**src/rtl/core/slcfr_pkg.sv**
```systemverilog
// Shared types, constants, the CRC byte update and the status kind decode for the sync/length/CRC frame receiver.
// No dependencies; imported by the receiver top level, its checker and the testbench.
package slcfr_pkg;

   // Framing constants.
   localparam logic [7:0]  SYNC_BYTE     = 8'h7E;
   localparam logic [15:0] CRC_INIT      = 16'hFFFF;
   localparam logic [15:0] CRC_POLY      = 16'hA001;
   localparam logic [7:0]  LENGTH_OFFSET = 8'd8;
   localparam logic [7:0]  STATUS_ADDR   = 8'hF0;
   localparam logic [7:0]  POLL_DEST     = 8'h02;
   localparam logic [7:0]  POLL_LENGTH   = 8'h04;
   localparam logic [7:0]  FUNC_FIVE     = 8'h05;

   // Length bytes of the known status frames.
   localparam logic [7:0] LEN_1C = 8'h1C;
   localparam logic [7:0] LEN_25 = 8'h25;
   localparam logic [7:0] LEN_2D = 8'h2D;
   localparam logic [7:0] LEN_3C = 8'h3C;
   localparam logic [7:0] LEN_40 = 8'h40;

   // Fixed frame positions.
   localparam int unsigned POS_DEST     = 2;
   localparam int unsigned POS_SRC      = 3;
   localparam int unsigned POS_LENGTH   = 5;
   localparam int unsigned POS_FUNCTION = 8;

   // Frame kind codes.
   localparam logic [2:0] KIND_NONE      = 3'd0;
   localparam logic [2:0] KIND_UNKNOWN   = 3'd1;
   localparam logic [2:0] KIND_LEN1C     = 3'd2;
   localparam logic [2:0] KIND_LEN25_F5  = 3'd3;
   localparam logic [2:0] KIND_LEN25     = 3'd4;
   localparam logic [2:0] KIND_LEN2D     = 3'd5;
   localparam logic [2:0] KIND_LEN3C     = 3'd6;
   localparam logic [2:0] KIND_LEN40     = 3'd7;

   // One result transfer.
   typedef struct packed {
      logic [7:0] frame_byte;
      logic [6:0] byte_index;
      logic       end_of_frame;
      logic       crc_good;
      logic [6:0] total_length;
      logic [2:0] frame_kind;
      logic       poll_seen;
      logic       overlength;
   } result_type;

   // CRC-16/Modbus update by one byte, reflected, eight shift steps.
   function automatic logic [15:0] crc_feed(input logic [15:0] crc, input logic [7:0] data);
      logic [15:0] c;
      c = crc ^ {8'h00, data};
      for (int k = 0; k < 8; k++) begin
         if (c[0]) begin
            c = (c >> 1) ^ CRC_POLY;
         end else begin
            c = c >> 1;
         end
      end
      return c;
   endfunction

   // Status frame kind from the stored header bytes.
   function automatic logic [2:0] decode_kind(input logic [7:0] dest, input logic [7:0] src,
                                              input logic [7:0] len, input logic [7:0] func);
      logic [2:0] kind;
      kind = KIND_UNKNOWN;
      case (len)
         LEN_1C:  kind = KIND_LEN1C;
         LEN_25:  kind = (func == FUNC_FIVE) ? KIND_LEN25_F5 : KIND_LEN25;
         LEN_2D:  kind = KIND_LEN2D;
         LEN_3C:  kind = KIND_LEN3C;
         LEN_40:  kind = KIND_LEN40;
         default: kind = KIND_UNKNOWN;
      endcase
      if (dest != STATUS_ADDR || src != STATUS_ADDR) begin
         kind = KIND_NONE;
      end
      return kind;
   endfunction

endpackage

```
**src/rtl/core/sync_length_crc_frame_receiver.sv**
```systemverilog
// Results: each accepted byte past the two sync bytes is registered into the main or the skid output entry.
// Throughput: one byte per cycle while req_stall is low; the byte-wide CRC update and
// header decode sit between the frame state registers and a two-entry output register
// (main plus skid). req_stall rises only when the skid entry is occupied.
// Reset (synchronous): back to hunting for the first sync byte, CRC 0xFFFF, length 8,
// header bytes zero, output empty.
module sync_length_crc_frame_receiver #(
   parameter int unsigned MAX_FRAME_BYTES = 72
) (
   input  logic       clock,
   input  logic       reset,
   input  logic       req_valid,
   output logic       req_stall,
   input  logic [7:0] req_rx_byte,
   output logic       rsp_valid,
   input  logic       rsp_stall,
   output logic [7:0] rsp_frame_byte,
   output logic [6:0] rsp_byte_index,
   output logic       rsp_end_of_frame,
   output logic       rsp_crc_good,
   output logic [6:0] rsp_total_length,
   output logic [2:0] rsp_frame_kind,
   output logic       rsp_poll_seen,
   output logic       rsp_overlength
);
   import slcfr_pkg::*;

   localparam int unsigned POS_W = $clog2(MAX_FRAME_BYTES);
   localparam int unsigned EXP_W = $clog2(MAX_FRAME_BYTES + 1);
   localparam logic [8:0]  MAX_LEN = 9'(MAX_FRAME_BYTES);
   localparam logic [EXP_W-1:0] MIN_LEN = EXP_W'(LENGTH_OFFSET);

   // Frame state.
   logic [POS_W-1:0] pos_ff, pos_in;
   logic [EXP_W-1:0] exp_ff, exp_in;
   logic [15:0]      crc_ff, crc_in;
   logic [7:0]       dest_ff, dest_in;
   logic [7:0]       src_ff, src_in;
   logic [7:0]       len_ff, len_in;
   logic [7:0]       func_ff, func_in;
   logic [15:0]      rcv_ff, rcv_in;

   // Output register and skid entry.
   result_type rsp_data_ff, rsp_data_in;
   result_type skid_data_ff, skid_data_in;
   logic       rsp_valid_ff, rsp_valid_in;
   logic       skid_valid_ff, skid_valid_in;

   logic       accept;
   logic       push;
   logic       take;
   result_type result;
   logic [8:0] p9;
   logic [8:0] e9;
   logic [8:0] new_len;
   logic [EXP_W-1:0] exp_eff;
   logic       last;
   logic       good;
   logic       over;
   logic       hunting;

   assign accept  = req_valid && !req_stall;
   assign take    = rsp_valid_ff && !rsp_stall;
   assign hunting = (pos_ff < POS_W'(2));
   assign push    = accept && !hunting;

   // Per-byte frame logic.
   always_comb begin
      pos_in  = pos_ff;
      exp_in  = exp_ff;
      crc_in  = crc_ff;
      dest_in = dest_ff;
      src_in  = src_ff;
      len_in  = len_ff;
      func_in = func_ff;
      rcv_in  = rcv_ff;
      result  = '0;
      p9      = 9'(pos_ff);
      new_len = {1'b0, req_rx_byte} + 9'(LENGTH_OFFSET);
      over    = 1'b0;
      exp_eff = exp_ff;
      last    = 1'b0;
      good    = 1'b0;

      if (pos_ff == POS_W'(POS_DEST))     dest_in = req_rx_byte;
      if (pos_ff == POS_W'(POS_SRC))      src_in  = req_rx_byte;
      if (pos_ff == POS_W'(POS_FUNCTION)) func_in = req_rx_byte;
      if (pos_ff == POS_W'(POS_LENGTH)) begin
         len_in = req_rx_byte;
         if (new_len > MAX_LEN) begin
            over = 1'b1;
         end else begin
            exp_eff = EXP_W'(new_len);
         end
      end
      e9 = 9'(exp_eff);

      // Running CRC, then the received CRC low and high bytes.
      if (p9 + 9'd3 < e9) begin
         crc_in = crc_feed(crc_ff, req_rx_byte);
      end else if (p9 + 9'd3 == e9) begin
         rcv_in = {rcv_ff[15:8], req_rx_byte};
      end else if (p9 + 9'd2 == e9) begin
         rcv_in = {req_rx_byte, rcv_ff[7:0]};
      end
      last = (p9 + 9'd1 >= e9);
      good = last && (rcv_in == crc_ff);

      result.frame_byte = req_rx_byte;
      result.byte_index = 7'(pos_ff);
      if (over) begin
         result.end_of_frame = 1'b1;
         result.overlength   = 1'b1;
      end else begin
         result.end_of_frame = last;
         result.crc_good     = good;
         result.total_length = 7'(exp_eff);
         result.frame_kind   = good ? decode_kind(dest_in, src_in, len_in, func_in) : KIND_NONE;
         result.poll_seen    = good && dest_in == POLL_DEST && src_in == STATUS_ADDR
                               && len_in == POLL_LENGTH;
      end

      // Sync hunt or frame advance.
      if (hunting) begin
         crc_in = crc_ff;
         rcv_in = rcv_ff;
         if (req_rx_byte == SYNC_BYTE) begin
            crc_in = crc_feed(crc_ff, req_rx_byte);
            pos_in = pos_ff + POS_W'(1);
         end
      end else if (over || last) begin
         pos_in = '0;
         exp_in = MIN_LEN;
         crc_in = CRC_INIT;
      end else begin
         exp_in = exp_eff;
         pos_in = pos_ff + POS_W'(1);
      end
   end

   // Frame state registers.
   always_ff @(posedge clock) begin
      if (reset) begin
         pos_ff  <= '0;
         exp_ff  <= MIN_LEN;
         crc_ff  <= CRC_INIT;
         dest_ff <= '0;
         src_ff  <= '0;
         len_ff  <= '0;
         func_ff <= '0;
         rcv_ff  <= '0;
      end else if (accept) begin
         pos_ff  <= pos_in;
         exp_ff  <= exp_in;
         crc_ff  <= crc_in;
         dest_ff <= dest_in;
         src_ff  <= src_in;
         len_ff  <= len_in;
         func_ff <= func_in;
         rcv_ff  <= rcv_in;
      end
   end

   // Output register with skid entry; the skid drains into the main entry first.
   always_comb begin
      rsp_valid_in  = rsp_valid_ff;
      skid_valid_in = skid_valid_ff;
      rsp_data_in   = rsp_data_ff;
      skid_data_in  = skid_data_ff;
      if (skid_valid_ff) begin
         if (take) begin
            rsp_data_in   = skid_data_ff;
            skid_valid_in = 1'b0;
         end
      end else if (push) begin
         if (!rsp_valid_ff || take) begin
            rsp_data_in  = result;
            rsp_valid_in = 1'b1;
         end else begin
            skid_data_in  = result;
            skid_valid_in = 1'b1;
         end
      end else if (take) begin
         rsp_valid_in = 1'b0;
      end
   end

   always_ff @(posedge clock) begin
      if (reset) begin
         rsp_valid_ff  <= 1'b0;
         skid_valid_ff <= 1'b0;
      end else begin
         rsp_valid_ff  <= rsp_valid_in;
         skid_valid_ff <= skid_valid_in;
      end
   end

   always_ff @(posedge clock) begin
      rsp_data_ff  <= rsp_data_in;
      skid_data_ff <= skid_data_in;
   end

   // Port outputs.
   assign req_stall        = skid_valid_ff;
   assign rsp_valid        = rsp_valid_ff;
   assign rsp_frame_byte   = rsp_data_ff.frame_byte;
   assign rsp_byte_index   = rsp_data_ff.byte_index;
   assign rsp_end_of_frame = rsp_data_ff.end_of_frame;
   assign rsp_crc_good     = rsp_data_ff.crc_good;
   assign rsp_total_length = rsp_data_ff.total_length;
   assign rsp_frame_kind   = rsp_data_ff.frame_kind;
   assign rsp_poll_seen    = rsp_data_ff.poll_seen;
   assign rsp_overlength   = rsp_data_ff.overlength;

endmodule

```
**config.mk**
```make
export PLATFORM = sky130hd
export DESIGN_NAME = sync_length_crc_frame_receiver
export DESIGN_NICKNAME = d
export VERILOG_FILES = /design/src/rtl/core/slcfr_pkg.sv /design/src/rtl/core/sync_length_crc_frame_receiver.sv
export SDC_FILE = /design/constraint.sdc
export NUM_CORES = 1
export LEC_CHECK = 0
export BUFFER_PORTS_ARGS = -buffer_cell sky130_fd_sc_hd__buf_2
export CORE_MARGIN = 3
export CORE_UTILIZATION = 67
export CTS_BUF_LIST = sky130_fd_sc_hd__clkbuf_8
export DETAILED_ROUTE_END_ITERATION = 8
export PLACE_DENSITY = 0.95
export SYNTH_ARGS = -nofsm -noshare
export SYNTH_HDL_FRONTEND = slang
export SYNTH_SLANG_ARGS = --single-unit
```
**constraint.sdc**
```tcl
create_clock -name clock -period 15.4 [get_ports clock]
set_clock_uncertainty 0.15 [all_clocks]
set_input_delay 0.77 -clock clock [delete_from_list [all_inputs] [get_ports clock]]
set_output_delay 0.77 -clock clock [all_outputs]
set_load 0.02 [all_outputs]
```
; ---- Yosys cells after proc, flatten, opt, wreduce, memory -nomap -nowiden
; Cells that the tools add are included.
[word_totals]
regBits = 138
out_inout_bits = 31
word_cells = 173
[classes]
add_sub_neg = 5
n_lt_le_gt_ge = 4
eq_ne = 22
muxes = 73
bitwise_logic = 19
n_reduce_logical = 24
[op_table]
columns = operator, count
row1 = $mux W16, 43
row2 = $mux W29, 4
row3 = $not A2 Y3, 15
row4 = $mux W7, 6
row5 = $mux W8, 4
row6 = $eq A8 B6 Y1 const B, 3
row7 = $add A7 B2 Y8 const B, 2
row8 = $eq A16 B16 Y1, 1
row9 = $eq A8 B3 Y1 const B, 2
row10 = $eq A8 B7 Y1, 2
row11 = $eq A8 B7 Y1 const B, 2
row12 = $ne A8 B8 Y1 const B, 2
row13 = $xor A16 B8 Y16, 1
row14 = $pmux W3 S5, 1
row15 = $eq A7 B2 Y1 const B, 2
row16 = $mux W12, 1
row17 = $reduce_and A3 Y1, 4
row18 = $mux W1, 11
row19 = $add A8 B4 Y9 const B, 1
row20 = $gt A9 B7 Y1 const B, 1
row21 = $lt A9 B7 Y1, 1
row22 = $mux W3, 3
row23 = $add A7 B1 Y8 const B, 1
row24 = $eq A8 B2 Y1 const B, 1
row25 = other kinds (15), 33

; ---- Longest topological paths before layout
; Gate-level depths: netlist of run 1.
[logic_depth]
word_depth = 33
ltp_mapped = 20
depth_no_buf = 17

; ---- Worst setup path before layout of run 1
; OpenSTA, ideal clock, no wires.
[synth_path]
path_kind = input to register
startpoint = input req_rx_byte[7]
endpoint = register skid_data_ff[1] (netlist bit), data pin
setup_ps = 169
arrival_time_ps = 5039
required_time_ps = 15081
slack_ps = 10042
path_stages = 20
path_buffers = 4
cell_sequence = clkbuf_1 and2_1 a21oi_1 o32a_1 clkbuf_1 nand3_1 and2_1 ha_1 and3_1 a221o_1 a31oi_1 nand2_1 nor3_1 a211oi_4 buf_2 nor4_1 o221ai_1 or4_1 buf_2 nor4b_2
[synth_rtl]
columns = element, line_no
row1 = start: declaration, sync_length_crc_frame_receiver.sv:14  ; input logic [7:0] req_rx_byte,
row2 = end signal: assignment, sync_length_crc_frame_receiver.sv:200  ; skid_data_ff <= skid_data_in;
row3 = end: declaration, sync_length_crc_frame_receiver.sv:45  ; result_type skid_data_ff, skid_data_in;

==> results of run 1 <==
-- tightest hold or removal path, cell delays in order, from the launching register on --
cell,delay [ns]
sky130_fd_sc_hd__dfxtp_1,0.31
sky130_fd_sc_hd__nand2_1,0.05
sky130_fd_sc_hd__a21oi_1,0.05
-- path summary, 6_finish.rpt --
check             cells past startpoint               to
hold reg to reg                       2        rcv_ff[6]
hold / removal                        2        rcv_ff[6]
setup reg to reg                     14  skid_data_ff[1]
setup / recovery                     14  skid_data_ff[1]
-- cells by family (layout without fill, tap and decap cells) --
group / Yosys count / count (layout) / share of synthesized area [%]
AO/OA/AOI/OAI: 150 / 150 / 13.2
buffers and inverters: 70 / 103 / 3.72
XOR/XNOR: 55 / 55 / 6.85
AND/OR/NAND/NOR: 293 / 293 / 20.3
flip-flops: 138 / 138 / 46.2
adder cells (fa/ha/maj): 20 / 20 / 3.46
multiplexers: 44 / 44 / 6.26
-- Yosys cell counts, types with 2 or more instances --
library cell	count
sky130_fd_sc_hd__buf_2	5
sky130_fd_sc_hd__or3_1	8
sky130_fd_sc_hd__nor4_1	7
sky130_fd_sc_hd__dfxtp_1	80
sky130_fd_sc_hd__a211oi_1	4
sky130_fd_sc_hd__and3_1	7
sky130_fd_sc_hd__a21o_1	2
sky130_fd_sc_hd__a21oi_1	51
sky130_fd_sc_hd__nand2_1	71
sky130_fd_sc_hd__nand4_1	12
sky130_fd_sc_hd__or4_1	2
sky130_fd_sc_hd__and2_1	4
sky130_fd_sc_hd__a221oi_1	2
sky130_fd_sc_hd__nand4b_1	3
sky130_fd_sc_hd__o21ai_1	2
sky130_fd_sc_hd__nand3_1	37
sky130_fd_sc_hd__o22ai_1	14
sky130_fd_sc_hd__nor2b_1	2
sky130_fd_sc_hd__mux2_2	10
sky130_fd_sc_hd__o221ai_1	3
sky130_fd_sc_hd__o31ai_1	9
sky130_fd_sc_hd__inv_1	21
sky130_fd_sc_hd__nor2_1	74
sky130_fd_sc_hd__a22oi_1	5
sky130_fd_sc_hd__a31oi_1	4
sky130_fd_sc_hd__clkbuf_1	38
sky130_fd_sc_hd__buf_1	6
sky130_fd_sc_hd__edfxtp_1	58
sky130_fd_sc_hd__nand2b_1	21
sky130_fd_sc_hd__nor3_1	27
sky130_fd_sc_hd__ha_1	20
sky130_fd_sc_hd__xor2_1	15
sky130_fd_sc_hd__and4_1	3
sky130_fd_sc_hd__a2111oi_0	5
sky130_fd_sc_hd__o21ai_0	35
sky130_fd_sc_hd__mux2i_1	34
sky130_fd_sc_hd__nand3b_1	2
sky130_fd_sc_hd__xnor2_1	39
sky130_fd_sc_hd__a21oi_2	2
-- state kept, by name (all words and copies together) (netlist names), 3 cells and up --
register	cells
skid_data_ff	29
crc_ff	16
rcv_ff	16
dest_ff	8
func_ff	8
len_ff	8
rsp_frame_byte	8
src_ff	8
exp_ff	7
pos_ff	7
rsp_byte_index	7
rsp_total_length	7
rsp_frame_kind	3
-- per-layer routing --
metal / up-vias / part of all wire [%]
li1: 2812 / -
met1: 2957 / 38
met2: 515 / 45
met3: 133 / 11
met4: 0 / 6.0
met5: - / 0
-- layout by cell type, fill, tap and decap left out, types with 19 or more instances in the layout --
cell type,instances
sky130_fd_sc_hd__dfxtp_1,80
sky130_fd_sc_hd__nor2_1,74
sky130_fd_sc_hd__nand2_1,71
sky130_fd_sc_hd__edfxtp_1,58
sky130_fd_sc_hd__a21oi_1,50
sky130_fd_sc_hd__buf_2,42
sky130_fd_sc_hd__xnor2_1,39
sky130_fd_sc_hd__nand3_1,37
sky130_fd_sc_hd__mux2i_1,34
sky130_fd_sc_hd__o21ai_0,34
sky130_fd_sc_hd__nor3_1,27
sky130_fd_sc_hd__inv_1,22
sky130_fd_sc_hd__nand2b_1,21
sky130_fd_sc_hd__ha_1,20
sky130_fd_sc_hd__clkbuf_8,19
-- power by group through the flow --
| stage | clock network, mW | logic [mW] | registers [mW] |
|---|---|---|---|
| after floorplan | 0 | 0.0230 | 0.387 |
| after global placement | 0 | 0.0308 | 0.387 |
| after detailed placement | 0 | 0.0323 | 0.387 |
| after CTS | 0.336 | 0.0329 | 0.379 |
| after global routing | 0.357 | 0.0359 | 0.379 |
| final | 0.339 | 0.0344 | 0.379 |
-- area by class of cell --
class / instances / share of cell area, %
multi-input combinational: 562 / 45.6
tap: 136 / 2.14
inverter: 21 / 0.993
timing repair buffer: 50 / 3.40
sequential: 138 / 42.1
clock buffer: 19 / 3.29
clock inverter: 13 / 2.41
==> impl.org, run 1 <==
** STA
- Setup TNS :: 0 ns
- Final Hold Vio Count :: 0
- Headroom to the max-slew limit :: a little over two fifths
- Slew at the pin closest to its max-slew limit :: 0.846 ns
- Fin worst setup slack :: between 9 and 10 ns
- For this run, the top clock speed supported by timing is roughly 170 MHz.
- Hold slack final :: about 0.31 ns
- Number of max-slew violations in the final report :: 0
- For the finished layout, the period the worst path requires is 6.05 ns.
- Finish-stage setup viols :: 0
- The final critical path takes up slightly below 40% of the cycle.
- Setup repair after global routing left no endpoint under its margin.

** Cells and area
- Layout overhead on the synthesized area :: 9.78%
- Final net count :: about 820
- Once layout is complete, the utilization of the core stands at 76.2%.
- Post-route non-filler standard cell count :: about 940
- Fill cells in the final layout number around 600.
- Summing all multi-input logic gate instances after layout gives between 0.003 and 0.004 mm2.
- Share of post-route cells with drive strength above 1 :: approximately an eighth
- Sequential cell area :: 0.00334 mm2
- Count of antenna diodes in the layout :: 0
- Finished Cell Area :: around 0.0079 mm2

** Floorplan
- The die covers about 0.012 mm2.
- Area of the core :: around 0.010 mm2
- Die width :: between 100 and 150 um
- Row Count :: 37
- Number of top-level design ports :: 43
- Initial Util :: between 60% and 70%
- Measured along the y axis, the die boundary spans between 100 and 150 um.

** Clocking
- Number of buffers inserted for hold repair after clock tree synthesis :: 0
- Clock Tree Root :: sky130_fd_sc_hd__clkbuf_8
- Buffer levels on the longest clock path :: 2
- The number of clock buffers added by TritonCTS is 17.
- Worst-path clk slew :: 0.08 ns
- The tree built by TritonCTS fans out to 138 sinks.
- The H-tree was split into 4 levels.
- Buffers added to address setup during post-CTS repair amount to 0.
- Number of gates resized after CTS :: 0
- Clock latency on the worst-skew pair, taken at its later pin, is 0.47 ns.
- TritonCTS built the clock tree.

** GRT
- Antenna violations before repair :: 0
- Routing usage on met2 :: 52.3%
- GRT Residual Overflow :: 0
- Met1 Use GR :: a little over two fifths
- The via count of the first global-routing pass came to between 5000 and 6000.
- Global-route wire length before repair :: approximately 31000 um
- Global router's overall resource usage :: 34.3%
- In this run the most used layer during global routing was met2.
- Entering global routing, the biggest net connects approximately 80 pins.
- For met3 alone, demand over resource in global routing was a little under a tenth.

** Synth
- Yosys mapped a number of flops with a built-in enable equal to 58.
- Fraction of post-synthesis cell area in the top cell type by area :: 24.1%
- Mean instance size in the synthesized netlist :: between 9 and 10 um2
- Warnings, synthesis :: 0
- Count of different cell masters after synthesis :: 65
- FFs w/ async S/R, synth :: 0%
- Post-synthesis cell count :: 770
- Synthesized net count :: ~800
- Of all cell types, the one taking the most synthesized area is sky130_fd_sc_hd__edfxtp_1.
- Synth area leaders :: sky130_fd_sc_hd__edfxtp_1 24%, sky130_fd_sc_hd__dfxtp_1 22%, sky130_fd_sc_hd__xnor2_1 4.7%
- Flops & latches, synth :: 138
- Combined area of all synthesized cells :: about 0.0072 mm2
- Predominant post-synthesis flop cell :: sky130_fd_sc_hd__dfxtp_1
- Sequential cells were found to cover 46.2% of the synthesized design area.

** Drt
- DRT iter0 DRCs :: 1000
- The first detailed-routing pass took 6 iterations.
- In the routed layout, each cell is associated on average with a via count of a little under 7.
- After detailed routing, the average wire length per cell comes to about 22 um.
- Via count :: approximately 6400
- After detailed routing, the number of remaining DRC violations is 0.
- In this run the remaining antenna-violating nets after routing total 0.
- Detailed Route WL :: approximately 20000 um

** Power and ir drop
- Sw Ratio :: between 20% and 30%
- The completed layout was analyzed and its total power is roughly 0.75 mW.
- Clock power frac :: 45.1%
- Lkg Pwr :: roughly 2.8 nW
- IR analysis of the VDD net gives a maximum drop of approximately 0.092 mV.
- Net switching component of the power :: 0.176 mW
- Dividing total power by cell area gives a power density of 94.8 mW/mm2.
- Sequential fraction of design power :: slightly above 50%
- Fraction of power consumed by combinational cells :: ~4.6%
- Internal power comes to between 0.5 and 0.6 mW.

** Critical path
- In this run the worst path has a maximum fanout of 17.
- Worst Path Buf+Inv :: 0
- For the worst setup path, the data arrival time is 6.19 ns.
- In this run the register-to-register setup slack is 9.35 ns.
- Among all stages on the critical path, the largest delay is contributed by sky130_fd_sc_hd__or4_1.
- In this run the critical register-to-register path is launched from pos_ff[3].
- The worst setup path is launched from a flip-flop.
- Nature of the critical path endpoint :: flip-flop
- Top delay family on crit path :: simple AND/OR/NAND/NOR gates
- The signal on the critical path passes through nor4_4 > nand3_2 > o32a_1 > nand3_1 > and2_1 > ha_1 > nor2_1 > a2111oi_0 > nor3_1 > a211oi_4 > mux2i_1 > o221ai_1 > or4_1 > nor4b_2.
- Critical path data required time :: 15.54 ns
- In this design, the stage delay of the slowest critical-path cell is 0.74 ns.
- Worst Setup Path Type :: reg -> reg
- In this run the worst setup path begins at pos_ff[3].

** Placed design
- At the placement stage, the worst setup path has a slack of approximately 9.4 ns.
- Once detailed placement completed, the half-perimeter wirelength came to 12800 um.
- Gp weighted congestion :: 1.01
- Port Buffer Count :: 42
- Placement Cell Area :: 0.00749 mm2
- Once placement completed, the tool counted placed cells totaling between 900 and 1000.

** Status
- The run finished with clean final reports.

** Job
- Max-cap check violation count :: 0

** Worst hold path
- Worst hold start :: rcv_ff[6]
- Worst hold-check path type :: reg -> reg
Power figures use the tool's default switching activity.
==> run 2: changes to the inputs <==
--- a/config.mk
+++ b/config.mk
@@ -7,10 +7,10 @@
 export LEC_CHECK = 0
 export BUFFER_PORTS_ARGS = -buffer_cell sky130_fd_sc_hd__buf_2
 export CORE_MARGIN = 3
-export CORE_UTILIZATION = 67
+export CORE_UTILIZATION = 63
 export CTS_BUF_LIST = sky130_fd_sc_hd__clkbuf_8
 export DETAILED_ROUTE_END_ITERATION = 8
-export PLACE_DENSITY = 0.95
+export PLACE_DENSITY = 0.92
 export SYNTH_ARGS = -nofsm -noshare
 export SYNTH_HDL_FRONTEND = slang
 export SYNTH_SLANG_ARGS = --single-unit
==> constraint.sdc (replaced) <==
create_clock -name clock -period 5.59 [get_ports clock]
set_clock_uncertainty 0.15 [all_clocks]
set_input_delay 0.2795 -clock clock [delete_from_list [all_inputs] [get_ports clock]]
set_output_delay 0.2795 -clock clock [all_outputs]
set_load 0.02 [all_outputs]
==> run 2 against run 1 <==
Cell count is 2.9% higher. Combinational power grew to 2.9 times the previous value. Largest cell class unchanged. Maximum frequency is 16% higher. Register-to-register slack worse by 9.0 ns. Sequential cell count stayed put.
==> impl.org, run 2 (synthesis gave the netlist of run 1 again) <==
** GRT
- For this run, global-route usage on met1 was measured as approximately two fifths.
- The first global-routing pass estimated approximately 32000 um of wire.
- Antenna violations before repair :: 0
- Global router's overall resource usage :: approximately 32%
- For this run, global-route usage on met3 was measured as just under 8%.
- The via count of the first global-routing pass is roughly 6200.
- Routing usage on met2 :: a little over half
- Pin count of the biggest net entering global routing :: 81
- Summed over all layers, the global routing overflow is 0.
- Most Used Layer, Global Route :: met2

** Cells and area
- In the final layout, the share of cells above drive strength 1 is 15.8%.
- Largest reg by FF count :: skid_data_ff
- Registers with the highest flip-flop counts :: skid_data_ff x29, crc_ff x16, rcv_ff x16
- Layout overhead on the synthesized area :: 11.1%
- Leaving out fill and tap cells, the most frequent cells in the layout are 80 x sky130_fd_sc_hd__dfxtp_1, 74 x sky130_fd_sc_hd__nor2_1, 71 x sky130_fd_sc_hd__nand2_1.
- Final net count :: between 800 and 900
- The register with the most flip-flops in the layout has 29 of them.
- Most common library cell in the layout ignoring fill and taps :: sky130_fd_sc_hd__dfxtp_1

** Floorplan
- The floorplan step set the die height to about 110 um.
- The region available for standard cell placement spans between 0.01 and 0.015 mm2.
- The initial utilization of the core area, before any placement, comes to 65.6%.
- Die width :: 113 um
- Die footprint :: around 0.013 mm2
- Pin placement for this block handled 43 I/O pins.
- Row Count :: 38

** Critical path
- Critical path data required time :: ~5.7 ns
- The worst setup path is captured at a flip-flop.
- Worst-path maximum fanout :: 13
- By startpoint and endpoint, the worst setup path is classified as reg -> reg.
- STA classifies the critical path startpoint as a flip-flop.
- FF-to-FF setup slack :: roughly 0.39 ns
- The critical path starts at pos_ff[1].
- FF-to-FF End :: skid_data_ff[1]
- Startpoint of the worst-slack reg-to-reg timing path :: pos_ff[1]
- The number of cells on the worst reg-to-reg path is 17.
- CP Data Arrival Time :: between 5 and 6 ns

** Worst hold path
- Hold path endpoint :: skid_data_ff[24]
- WHS Path Cells :: 1
- The tightest min-delay check is of the in -> reg type.
- In this run the most critical hold path is launched from req_rx_byte[3].

** Power and ir drop
- Lkg Pwr :: ~2.9 nW
- Pwr per Cell Area :: about 240 mW/mm2
- The worst-case IR drop observed on VDD is around 0.23 mV.

** Drt
- Post-DR wirelength/cell :: 21.0 um
- Detailed Route WL :: 20200 um
- In this run, the number of DRC markers left after iteration 0 of detailed routing was 918.
- Using the TritonRoute via totals, the vias-per-cell ratio works out to between 6 and 7.
- Detail Route Antenna Nets :: 0
- The first detailed-routing pass ran for 5 iterations.
- After detailed routing, the number of remaining DRC violations is 0.
- Via count :: roughly 6400

** Status
- Run status :: completed

** STA
- Finish-stage setup viols :: 0
- The number of pins exceeding their max-slew limit in the final report is 0.
- Headroom to the max-slew limit came out at roughly 46%.
- Setup repair after global routing left no endpoint under its margin.
- At the pin with the least slew margin, the transition time is just over 0.8 ns.
- Summed over all failing endpoints, the final setup total negative slack is 0 ns.
- The count of final hold-check violations was 0.
- Final worst-path cycle share :: about 93%
- The worst path in the final design needs a cycle of 5.20 ns, including I/O delays and setup.
- The worst path meets setup with 0.386 ns of slack.
- For this run, the top clock speed supported by timing is slightly below 200 MHz.

** Job
- Max-cap check violation count :: 0

** Clocking
- The tree is rooted in a sky130_fd_sc_hd__clkbuf_8.
- Worst-path clk slew :: 0.09 ns
- Buffer levels on the longest clock path :: 2
- Clock tree from TritonCTS :: yes
- # H-tree levels :: 4
- For the worst-skew pair, the clock arrives at the later sink with an insertion delay of about 0.46 ns.
- Clock tree synthesis found a total of about 140 sinks.
- Counting the buffers created by CTS gives 17.

** Placed design
- Setup slack at placement :: 0.144 ns
- Port Buffer Count :: 42
- Detailed placement finished with a half-perimeter wire length of 13800 um.
- Gp weighted congestion :: 0.944
-- run 2: per-layer routing --
layer | share of wire [%] | wire length [um]
met4 | 4.5 | 915
met1 | 37 | 7470
met5 | 0 | 0
met2 | 48 | 9680
met3 | 11 | 2180
-- run 2: layout make-up --
| type | count | area [um2] |
|---|---|---|
| Timing Repair Buffer | 72 | 438 |
| Tap cell | 140 | 175 |
| Antenna cell | 1 | 2.50 |
| Sequential cell | 138 | 3340 |
| Fill cell | 720 | 2990 |
| Clock inverter | 14 | 121 |
| Multi-Input combinational cell | 562 | 3630 |
| Clock buffer | 18 | 248 |
| Inverter | 21 | 78.8 |
-- run 2: report_power, final --
| part | internal [mW] | leakage [nW] | switching, mW |
|---|---|---|---|
| clock | 0.363 | 0.191 | 0.411 |
| combinational | 0.0342 | 1.49 | 0.0655 |
| sequential | 1.04 | 1.18 | 0.00100 |
-- run 2: worst max-delay path by stage --
stage                      end  cells past startpoint  slack (ns)
4_1_cts        skid_data_ff[1]                     13        0.13
3_5_place_dp   skid_data_ff[1]                     15        0.14
2_1_floorplan  skid_data_ff[1]                     18        0.58
3_3_place_gp   skid_data_ff[1]                     17        0.42
6_report       skid_data_ff[1]                     17        0.39
5_1_grt        skid_data_ff[1]                     16        0.13
-- run 2: through the flow --
| step | instances | total power [mW] | instance area, um2 | util (%) | hold WS [ns] |
|---|---|---|---|---|---|
| finish | 966 | 1.92 | 8040 | 72.9 | 0.0343 |
| global route | 965 | 1.97 | 8030 | 72.8 | 0.0303 |
| CTS | 965 | 1.92 | 8030 | 72.8 | 0.00649 |
| detailed placement | 932 | 1.16 | 7650 | 69.3 | 0.306 |
| global placement | 932 | 1.16 | 7650 | 69.3 | 0.292 |
| floorplan | 770 | 1.13 | 7230 | - | 0.228 |
-- run 2: timing repair --
action | 4_1_cts | 5_1_grt
resized for setup | 0 | 3
hold buffers | 1 | 0
endpoints found under the setup margin | 0 | 9
hold endpoints to repair | 1 | 0
setup buffers | 0 | 0
-- run 2: worst max-delay path, stage by stage (launching register included) --
cell	delay, ns
sky130_fd_sc_hd__dfxtp_1	0.51
sky130_fd_sc_hd__inv_1	0.12
sky130_fd_sc_hd__ha_1	0.26
sky130_fd_sc_hd__nand3_2	0.19
sky130_fd_sc_hd__a21o_1	0.36
sky130_fd_sc_hd__nand3_1	0.16
sky130_fd_sc_hd__and2_1	0.26
sky130_fd_sc_hd__ha_1	0.34
sky130_fd_sc_hd__and3_1	0.17
sky130_fd_sc_hd__a221o_1	0.30
sky130_fd_sc_hd__a31oi_1	0.26
sky130_fd_sc_hd__nand2_1	0.10
sky130_fd_sc_hd__nor3_1	0.28
sky130_fd_sc_hd__a211oi_4	0.15
sky130_fd_sc_hd__nor4_1	0.24
sky130_fd_sc_hd__o221ai_1	0.17
sky130_fd_sc_hd__or4_4	0.64
sky130_fd_sc_hd__nor4b_2	0.34
==> run 3: changes to the inputs <==
--- a/config.mk
+++ b/config.mk
@@ -10,7 +10,8 @@
 export CORE_UTILIZATION = 63
 export CTS_BUF_LIST = sky130_fd_sc_hd__clkbuf_8
 export DETAILED_ROUTE_END_ITERATION = 8
-export PLACE_DENSITY = 0.92
+export PLACE_DENSITY = 0.82
+export RECOVER_POWER = 50
 export SYNTH_ARGS = -nofsm -noshare
 export SYNTH_HDL_FRONTEND = slang
 export SYNTH_SLANG_ARGS = --single-unit
==> run 3 against run 2 <==
The run now ends with max-capacitance violations, max-slew violations left. Routed wire length shrank 3.4%. Via count shrank 2.6%. Critical path depth shrank 1. Register-to-register slack lost 0.17 ns. Critical endpoint unchanged. Largest power group unchanged. Highest routed layer unchanged.
==> impl.org, run 3 (synthesis gave the netlist of run 1 again) <==
** Drt
- Detail Route Antenna Nets :: 0
- Via count :: ~6300
- The routed design uses between 2000 and 2500 um of met3 wire.
- The routed design has 19600 um of wire.
- Signal routing reaches up to met4.
- Using the TritonRoute via totals, the vias-per-cell ratio works out to 6.48.
- The pre-antenna-repair detailed-routing pass consisted of 8 iterations.
- After detailed routing, the average wire length per cell comes to 20.2 um.
- After detailed routing, the number of remaining DRC violations is 0.
- The routed design uses between 8000 and 9000 um of met2 wire.
- Routed metal-1 wire length :: slightly below 8000 um
- DRT iter0 DRCs :: 916

** Critical path
- The worst setup path is launched from a flip-flop.
- Nature of the critical path endpoint :: flip-flop
- Top delay family on crit path :: simple AND/OR/NAND/NOR gates
- Along the worst path, the maximum fanout reaches 10.
- Data arrives at the worst endpoint at between 5 and 6 ns.
- Largest incremental delay on the critical path :: just under 0.7 ns
- The worst setup path is of the reg -> reg kind.
- Cell Chain, Critical Path :: or4_4 > o32ai_4 > o21ai_0 > and2_1 > ha_1 > and3_1 > a221o_1 > a31oi_1 > nand2_1 > nor3_1 > a211oi_4 > buf_4 > mux2i_1 > xnor2_1 > or4_1 > nor4b_2
- For the worst setup path, the data required time is approximately 5.7 ns.
- Counting cells, the worst reg-to-reg path comes to 16.
- Together, buffers and inverters on the worst path number 1.
- Critical-path top delay cell :: sky130_fd_sc_hd__or4_1
- The critical path runs through a total of 16 cells.
- Across all register-to-register paths, the minimum setup slack is around 0.22 ns.

** Placed design
- Once placement finished, the instance area stood at roughly 0.0077 mm2.
- Cell Count Post-Placement :: around 930
- Setup slack at placement :: 0.174 ns
- Routability-driven placement finished with a final weighted congestion of ~0.9.
- Half-perimeter wire length of the detailed placement result :: ~13000 um
- Buffers placed on the I/O ports in this run total 42.

** Cells and area
- Most common library cell in the layout ignoring fill and taps :: sky130_fd_sc_hd__dfxtp_1
- Final net count :: between 800 and 900
- The largest registers in the layout are skid_data_ff x29, crc_ff x16, rcv_ff x16.
- Commonest cells after routing, fill and taps aside :: 80 x sky130_fd_sc_hd__dfxtp_1, 74 x sky130_fd_sc_hd__nor2_1, 71 x sky130_fd_sc_hd__nand2_1
- The area growth from synthesis to layout is 10.5%.
- Cells fill between 70% and 80% of the core in the end.
- In the final layout, the share of cells above drive strength 1 is 10.1%.
- Finished Cell Area :: 0.00799 mm2
- Excluding fillers, the count of instances in the completed layout stands at 968.
- Count of antenna diodes in the layout :: 0
- Counting flops per register, the top entry is skid_data_ff.
- The register with the most flip-flops in the layout has 29 of them.

** Floorplan
- The core region is about 0.011 mm2.
- After floorplanning, the core was divided into 38 placement rows.
- The die covers roughly 0.013 mm2.
- 43 I/O pins were placed.
- Die width :: 113 um
- Initial Util :: 65.6%
- Y dimension of the die :: 113 um

** STA
- Final worst-path cycle share :: 96.1%
- Final Hold Vio Count :: 0
- Headroom to the max-slew limit :: -52.2%
- Hold timing on the final database bottoms out at a slack of between 0.02 and 0.03 ns.
- Setup repair after global routing left no endpoint under its margin.
- Period minus WS final :: around 5.4 ns
- Adding up every negative setup slack in the final design gives 0 ns.
- Fin worst setup slack :: 0.216 ns
- Slew at the pin closest to its max-slew limit :: approximately 2.3 ns
- Number of max-slew violations in the final report :: 85
- Top achievable clock speed :: ~190 MHz
- Finish-stage setup viols :: 0

** Clocking
- Worst-path clk slew :: around 0.080 ns
- TritonCTS built the clock tree.
- # H-tree levels :: 4
- Hold repair after CTS inserted 0 buffers.
- Clock Tree Root :: sky130_fd_sc_hd__clkbuf_8
- Inserted Clock Buffers :: 17
- The clock passes through at most 2 buffers.
- The clock reaches the later pin of the worst-skew pair after between 0.4 and 0.5 ns.
- For this design, the sink count on the clock tree is roughly 140.

** Power and ir drop
- The clock network accounts for a little over two fifths of the total power.
- Largest vdd supply drop :: 0.202 mV
- Int Power :: around 1.5 mW
- The design draws just under 2 mW.
- Fraction of power consumed by combinational cells :: approximately 4.8%
- Lkg Pwr :: 2.74 nW
- Sequential fraction of design power :: 52.8%
- Net switching component of the power :: ~0.46 mW
- In this run the power density over the cells is 247 mW/mm2.
- Net switching is between 20% and 30% of the power.

** GRT
- Global router's overall resource usage :: 31.3%
- Global routing finished with a remaining overflow of 0.
- Antenna violations before repair :: 0
- The via count of the first global-routing pass came to slightly above 6000.
- Global-route wire length before repair :: between 30000 and 40000 um
- Entering global routing, the biggest net connects 81 pins.

** Job
- Max-cap check violation count :: 2

** Worst hold path
- Worst hold-check path type :: in -> reg
- WHS Path Cells :: 3

** Status
- The final reports fail on max-capacitance violations, max-slew violations.
- Run status :: finished with violations
==> run 3: final cells by class <==
cell class | instances | area [um2]
Multi-Input combinational cell | 562 | 3620
Sequential cell | 138 | 3340
Fill cell | 824 | 3040
Timing Repair Buffer | 75 | 364
Clock buffer | 21 | 289
Tap cell | 140 | 175
Clock inverter | 11 | 118
Inverter | 21 | 78.8
==> run 3: power by group through the flow <==
| stage | Clock (mW) | Combinational (mW) | Sequential [mW] |
|---|---|---|---|
| after floorplan | 0 | 0.0634 | 1.07 |
| after global placement | 0 | 0.0915 | 1.07 |
| after detailed placement | 0 | 0.0935 | 1.07 |
| after CTS | 0.840 | 0.0943 | 1.04 |
| after global routing | 0.883 | 0.101 | 1.04 |
| final | 0.839 | 0.0941 | 1.04 |
==> run 3: worst register-to-register path: cells and delay by family, from the launching register on <==
family	cells	cell delay, ns
buffers and inverters	1	0.19
DFF	1	0.39
muxes	1	0.12
xor gates and xnor gates	1	0.17
and+or+nand+nor	7	2.45
adders and majority gates	1	0.35
AOI/OAI and AO/OA	5	1.38
==> run 3: layer usage <==
| layer | GRT usage, % | vias up |
|---|---|---|
| met5 | 0 | - |
| met3 | 7.75 | 58 |
| met1 | 42.7 | 2970 |
| li1 | - | 2854 |
| met2 | 48.5 | 386 |
| met4 | 11.5 | 0 |
==> run 3: worst paths after layout <==
check	from	end
setup / recovery	pos_ff[4]	skid_data_ff[1]
hold / removal	rsp_stall	req_stall
setup reg to reg	pos_ff[4]	skid_data_ff[1]
hold reg to reg	rcv_ff[0]	rcv_ff[0]
==> run 3: repair_timing <==
item,4_1_cts,5_1_grt
buffers inserted,0,3
resized for setup,0,1
endpoints found under the setup margin,0,9
